==> src/reverse_echo_stereo_delay_macros.svh <==
// Assertion macros shared by the reverse echo stereo delay RTL.
// Each macro samples on clk and is disabled while rst_n is low.
`ifndef REVERSE_ECHO_STEREO_DELAY_MACROS_SVH
`define REVERSE_ECHO_STEREO_DELAY_MACROS_SVH

// Property that must hold at every clock edge outside reset.
`define RESD_ASSERT(label, prop, msg) \
  label: assert property (@(posedge clk) disable iff (!rst_n) prop) \
    else $error(msg);

// Condition in one cycle implies a result in the next cycle.
`define RESD_ASSERT_NEXT(label, ante, cons, msg) \
  label: assert property (@(posedge clk) disable iff (!rst_n) (ante) |=> (cons)) \
    else $error(msg);

`endif

==> src/resd_pkg.sv <==
// Shared types and constants for the reverse echo stereo delay.
// No dependencies; used by resd_mix_div and the top level.
package resd_pkg;

  // Sample and register widths.
  localparam int SAMPLE_W = 24;
  localparam int LEN_W    = 17;
  localparam int GAIN_W   = 16;
  localparam int DEN_W    = 17;
  localparam int CFG_AW   = 4;
  localparam int CFG_DW   = 32;

  // Default number of stereo frames in the echo store.
  localparam int FRAMES_DEF = 131072;

  // Gain constants in Q1.16: 0.99 rounded, and 1.0.
  localparam logic [DEN_W-1:0] ZERO99_Q16 = 17'd64881;
  localparam logic [DEN_W-1:0] ONE_Q16    = 17'd65536;

  // Register indexes (byte address bits 3:2).
  localparam logic [1:0] REG_ECHO_LENGTH    = 2'd0;
  localparam logic [1:0] REG_FEEDBACK_DEPTH = 2'd1;
  localparam logic [1:0] REG_WET_LEVEL      = 2'd2;

  // Request into the shared mix divider.
  typedef struct packed {
    logic                       start;
    logic signed [SAMPLE_W-1:0] a;
    logic signed [SAMPLE_W-1:0] b;
    logic [GAIN_W-1:0]          gain;
    logic [DEN_W-1:0]           den;
  } div_req_t;

  // Response from the shared mix divider.
  typedef struct packed {
    logic                done;
    logic [SAMPLE_W-1:0] quot;
  } div_rsp_t;

endpackage

==> src/resd_mix_div.sv <==
// Shared mix unit: round((a*65536 + b*gain) / den), halves away from zero, saturated.
// Depends on resd_pkg for the request and response structs.
module resd_mix_div (
  input  logic              clk,
  input  logic              rst_n,
  input  resd_pkg::div_req_t req,
  output resd_pkg::div_rsp_t rsp
);

  localparam int SW    = resd_pkg::SAMPLE_W;
  localparam int STEPS = 13;
  localparam int QW    = 2 * STEPS;

  // Phase codes.
  localparam logic [2:0] P_IDLE = 3'd0;
  localparam logic [2:0] P_MUL  = 3'd1;
  localparam logic [2:0] P_SUM  = 3'd2;
  localparam logic [2:0] P_MAG  = 3'd3;
  localparam logic [2:0] P_NUM  = 3'd4;
  localparam logic [2:0] P_DIV  = 3'd5;
  localparam logic [2:0] P_SAT  = 3'd6;

  localparam logic [QW-1:0] POS_LIM = QW'(8388607);
  localparam logic [QW-1:0] NEG_LIM = QW'(8388608);

  logic [2:0]              ph_r, ph_nxt;
  logic signed [SW-1:0]    a_r, b_r;
  logic [15:0]             gain_r;
  logic [16:0]             den_r;
  logic signed [40:0]      prod_r;
  logic signed [41:0]      n_r;
  logic [40:0]             mag_r;
  logic                    neg_r;
  logic [17:0]             rem_r;
  logic [QW-1:0]           lo_r;
  logic [QW-1:0]           quo_r;
  logic [3:0]              cnt_r;
  logic [SW-1:0]           quot_r;
  logic                    done_r;

  logic [41:0]             num;
  logic [17:0]             d2;
  logic [18:0]             t1, t2;
  logic                    ge1, ge2;
  logic [17:0]             r1, r2;
  logic [SW-1:0]           sat_val;

  assign d2 = {den_r, 1'b0};
  assign num = 42'({mag_r, 1'b0}) + 42'(den_r);

  // Two restoring division steps per cycle.
  always_comb begin
    t1  = {rem_r, lo_r[QW-1]};
    ge1 = (t1 >= {1'b0, d2});
    r1  = ge1 ? 18'(t1 - {1'b0, d2}) : t1[17:0];
    t2  = {r1, lo_r[QW-2]};
    ge2 = (t2 >= {1'b0, d2});
    r2  = ge2 ? 18'(t2 - {1'b0, d2}) : t2[17:0];
  end

  // Apply the sign and saturate to 24 bits.
  always_comb begin
    if (!neg_r) begin
      sat_val = (quo_r > POS_LIM) ? 24'h7FFFFF : quo_r[SW-1:0];
    end else begin
      sat_val = (quo_r > NEG_LIM) ? 24'h800000 : SW'(-quo_r[SW-1:0]);
    end
  end

  // Phase sequencing.
  always_comb begin
    ph_nxt = ph_r;
    unique case (ph_r)
      P_IDLE:  if (req.start) ph_nxt = P_MUL;
      P_MUL:   ph_nxt = P_SUM;
      P_SUM:   ph_nxt = P_MAG;
      P_MAG:   ph_nxt = P_NUM;
      P_NUM:   ph_nxt = P_DIV;
      P_DIV:   if (cnt_r == 4'(STEPS - 1)) ph_nxt = P_SAT;
      P_SAT:   ph_nxt = P_IDLE;
      default: ph_nxt = P_IDLE;
    endcase
  end

  // Control registers.
  always_ff @(posedge clk) begin
    if (!rst_n) begin
      ph_r   <= P_IDLE;
      done_r <= 1'b0;
    end else begin
      ph_r   <= ph_nxt;
      done_r <= (ph_r == P_SAT);
    end
  end

  // Datapath registers.
  always_ff @(posedge clk) begin
    case (ph_r)
      P_IDLE: begin
        a_r    <= req.a;
        b_r    <= req.b;
        gain_r <= req.gain;
        den_r  <= req.den;
      end
      P_MUL: prod_r <= b_r * $signed({1'b0, gain_r});
      P_SUM: n_r <= $signed({{2{a_r[SW-1]}}, a_r, 16'b0}) + $signed({prod_r[40], prod_r});
      P_MAG: begin
        neg_r <= n_r[41];
        mag_r <= n_r[41] ? 41'(-n_r) : n_r[40:0];
      end
      P_NUM: begin
        rem_r <= {2'b0, num[41:QW]};
        lo_r  <= num[QW-1:0];
        quo_r <= '0;
        cnt_r <= '0;
      end
      P_DIV: begin
        rem_r <= r2;
        lo_r  <= {lo_r[QW-3:0], 2'b0};
        quo_r <= {quo_r[QW-3:0], ge1, ge2};
        cnt_r <= cnt_r + 4'd1;
      end
      P_SAT: quot_r <= sat_val;
      default: ;
    endcase
  end

  assign rsp.done = done_r;
  assign rsp.quot = quot_r;

endmodule

==> config.mk <==
export PLATFORM = sky130hd
export DESIGN_NAME = resd_mix_div
export DESIGN_NICKNAME = d
export VERILOG_FILES = /design/src/reverse_echo_stereo_delay_macros.svh /design/src/resd_pkg.sv /design/src/resd_mix_div.sv
export SDC_FILE = /design/constraint.sdc
export NUM_CORES = 2
export LEC_CHECK = 0
export ABC_AREA = 1
export BUFFER_PORTS_ARGS = -buffer_cell sky130_fd_sc_hd__buf_2
export CAP_MARGIN = 20
export CORE_ASPECT_RATIO = 1.2
export CORE_MARGIN = 5
export CORE_UTILIZATION = 59
export CTS_BUF_LIST = sky130_fd_sc_hd__clkbuf_16
export DETAILED_ROUTE_END_ITERATION = 7
export HOLD_SLACK_MARGIN = 0.02
export PLACE_DENSITY = 0.86
export SLEW_MARGIN = 20
export SYNTH_ARGS = -nofsm -noshare
export SYNTH_HDL_FRONTEND = slang
export SYNTH_SLANG_ARGS = --single-unit
==> constraint.sdc <==
create_clock -name clk -period 6.4 [get_ports clk]
set_input_delay 0.64 -clock clk [delete_from_list [all_inputs] [get_ports clk]]
set_output_delay 0.64 -clock clk [all_outputs]
set_load 0.005 [all_outputs]
==> flow_summary.json <==
{
  "dr.pass1.iters": 6,
  "use_met2_pct": 51.1,
  "finalCritPeriodShare_pct": 96.6,
  "cts_sinks": 308,
  "gp_congestion": 0.989,
  "synth-async-reset-ratio_pct": 0,
  "grt_usage_pct": 27.2,
  "wl_per_cell_um": 17.2,
  "fin_cells": 4597,
  "postRouteAntennaNets": 0,
  "seq_area_frac_synth_pct": 28.9,
  "synth_ff_type": "edfxtp_1",
  "grt_util_met3_pct": 4.10,
  "cts_root_buffer": "clkbuf_16",
  "first_iter_violations": 1840,
  "cp.arrival_ps": 6490,
  "die_area_sq_um": 58800,
  "numCtsBuffers": 36,
  "worst_slew_pin_slew_ps": 1060,
  "synthesis.area_per_instance_sq_um": 8.52,
  "setup_viol": 0,
  "htree_levels": 2,
  "postCtsHoldBufs": 0,
  "diodes": 0,
  "wirelength_um": 79300,
  "hold_viol": 0,
  "worst_skew_pair.late_latency_ps": 580,
  "die_height_um": 265,
  "grt_pass1_wl_um": 129000,
  "fin_tns_setup_ps": 0,
  "worstSetupPathType": "reg2reg",
  "max_freq_mhz": 162,
  "synth-edff-count": 304,
  "synth_cell_types": 51,
  "hpwl_um": 64800,
  "holdCritPathClass": "in2reg",
  "grt_overflow": 0,
  "hold_ws_ps": 234,
  "area_growth_pct": 9.02,
  "required_ps": 6710,
  "crit_fanout": 6,
  "grt.busiest_layer": "met2",
  "final_area_sq_um": 34800,
  "synth_area_sq_um": 31900,
  "clockBufferDepth": 3,
  "route.detailed.drc": 0,
  "relSlewSlack_pct": 29.2,
  "rrSetupSlack_ps": 220,
  "io_pins": 109,
  "layout-drive-gt1-share_pct": 7.93,
  "drv_cap": 0,
  "crit_path_end_kind": "register",
  "via_per_inst": 5.44,
  "syn-num-nets": 4386,
  "portBuffers": 108,
  "die_w_um": 222,
  "num_rows": 93,
  "grt_max_degree": 76,
  "vias": 25000,
  "initial_core_util_pct": 59.4,
  "finClkSkew_ps": 33.8,
  "slew_viol_final": 0,
  "cts_tree": "done",
  "use_met1_pct": 28.6,
  "grt_pass1_vias": 26800,
  "start_kind": "register",
  "yosys_warnings": 0,
  "min_period_ps": 6180,
  "placed_cells": 4521,
  "status": "completed",
  "netlist_instances": 3741,
  "placed_area_sq_um": 33500,
  "antenna_found_initial": 1,
  "final_nets": 4505,
  "clk_pin_slew_worst_paths_ps": 60,
  "ys_ff_latch": 308,
  "coreArea_sq_um": 53600
}
layout by cell type, fill, tap and decap left out, types with 32 or more instances in the layout:
cell type,instances
a21oi_1,121
buf_2,108
buf_4,77
clkbuf_16,36
edfxtp_1,304
fa_1,378
ha_1,180
inv_1,892
nand2_1,886
nand3_1,124
nand4_1,32
nor2_1,223
o21ai_0,126
xnor2_1,64
xor2_1,98
cells in the mapped netlist, types with 17 or more instances:
master	n	area (sq um)
a21o_1	17	128
xnor2_1	64	561
edfxtp_1	304	9130
nand2_1	886	3330
inv_1	888	3330
fa_1	381	7630
a21oi_1	122	611
xor2_1	98	858
nand3_1	124	621
clkbuf_1	99	372
o21ai_0	127	636
nor2_1	227	852
ha_1	180	2250
nand4_1	32	200
nor3_1	34	170
stage by stage:
step | setup WS, ps | util [%]
final | 219 | 64.8
after global routing | -23.3 | 64.8
after CTS | 32.2 | 64.5
after detailed placement | 44.6 | 62.4
after global placement | 188 | 62.4
after floorplan | 310 | -
what timing repair did:
action,in CTS,in global routing
gates resized for setup,0,9
setup endpoints to repair,0,13
hold endpoints to repair,0,0
buffers inserted,0,12
sequential cells by signal (all words and copies together) (netlist names):
register  flops
b_r          24
prod_r       41
rem_r        18
ph_r          3
den_r        17
done_r        1
lo_r         26
quot_r       24
n_r          42
quo_r        26
a_r          24
gain_r       16
mag_r        41
cnt_r         4
neg_r         1
metal layers:
layer	share of wire, %	wire length, um
met1	34	27000
met2	53	41800
met3	6.0	4740
met4	7.2	5720
met5	0	0
critical path, stage by stage, from the launching register on:
cell      delay, ps
edfxtp_1        640
nand2_1         150
fa_1            550
inv_1            60
fa_1            500
inv_1            50
fa_1            530
inv_1            60
fa_1            480
fa_1            550
inv_1            60
fa_1            530
inv_1            40
ha_1            370
a21o_1          230
a21oi_1         210
a21boi_0        310
o21ai_0         170
nand2_1          80
nand3_1         150
xor2_1          180
cell families after synthesis:
group,after synthesis,synth area share (%)
xor gates and xnor gates,162,4.45
and+or+nand+nor,1358,17.5
AOI/OAI and AO/OA,349,6.22
buffers and inverters,1003,11.9
DFF,308,28.9
adders and majority gates,561,31.0
worst paths after layout:
| check | to | start | cells past startpoint |
|---|---|---|---|
| hold reg to reg | n_r[5] | prod_r[5] | 0 |
| setup / recovery | prod_r[40] | gain_r[8] | 20 |
| setup reg to reg | prod_r[40] | gain_r[8] | 20 |
| hold / removal | b_r[3] | req[36] | 1 |
cell type report:
type,instances,area [sq um]
multi-input combinational,2430,18900
fill,4302,18900
sequential,308,9210
inverter,894,3360
timing repair buffer,190,1220
clock buffer,36,901
tap,712,891
clock inverter,27,240
Power is not shown: default switching activity piles up to over one toggle a cycle in this logic, so the estimate is an artifact.
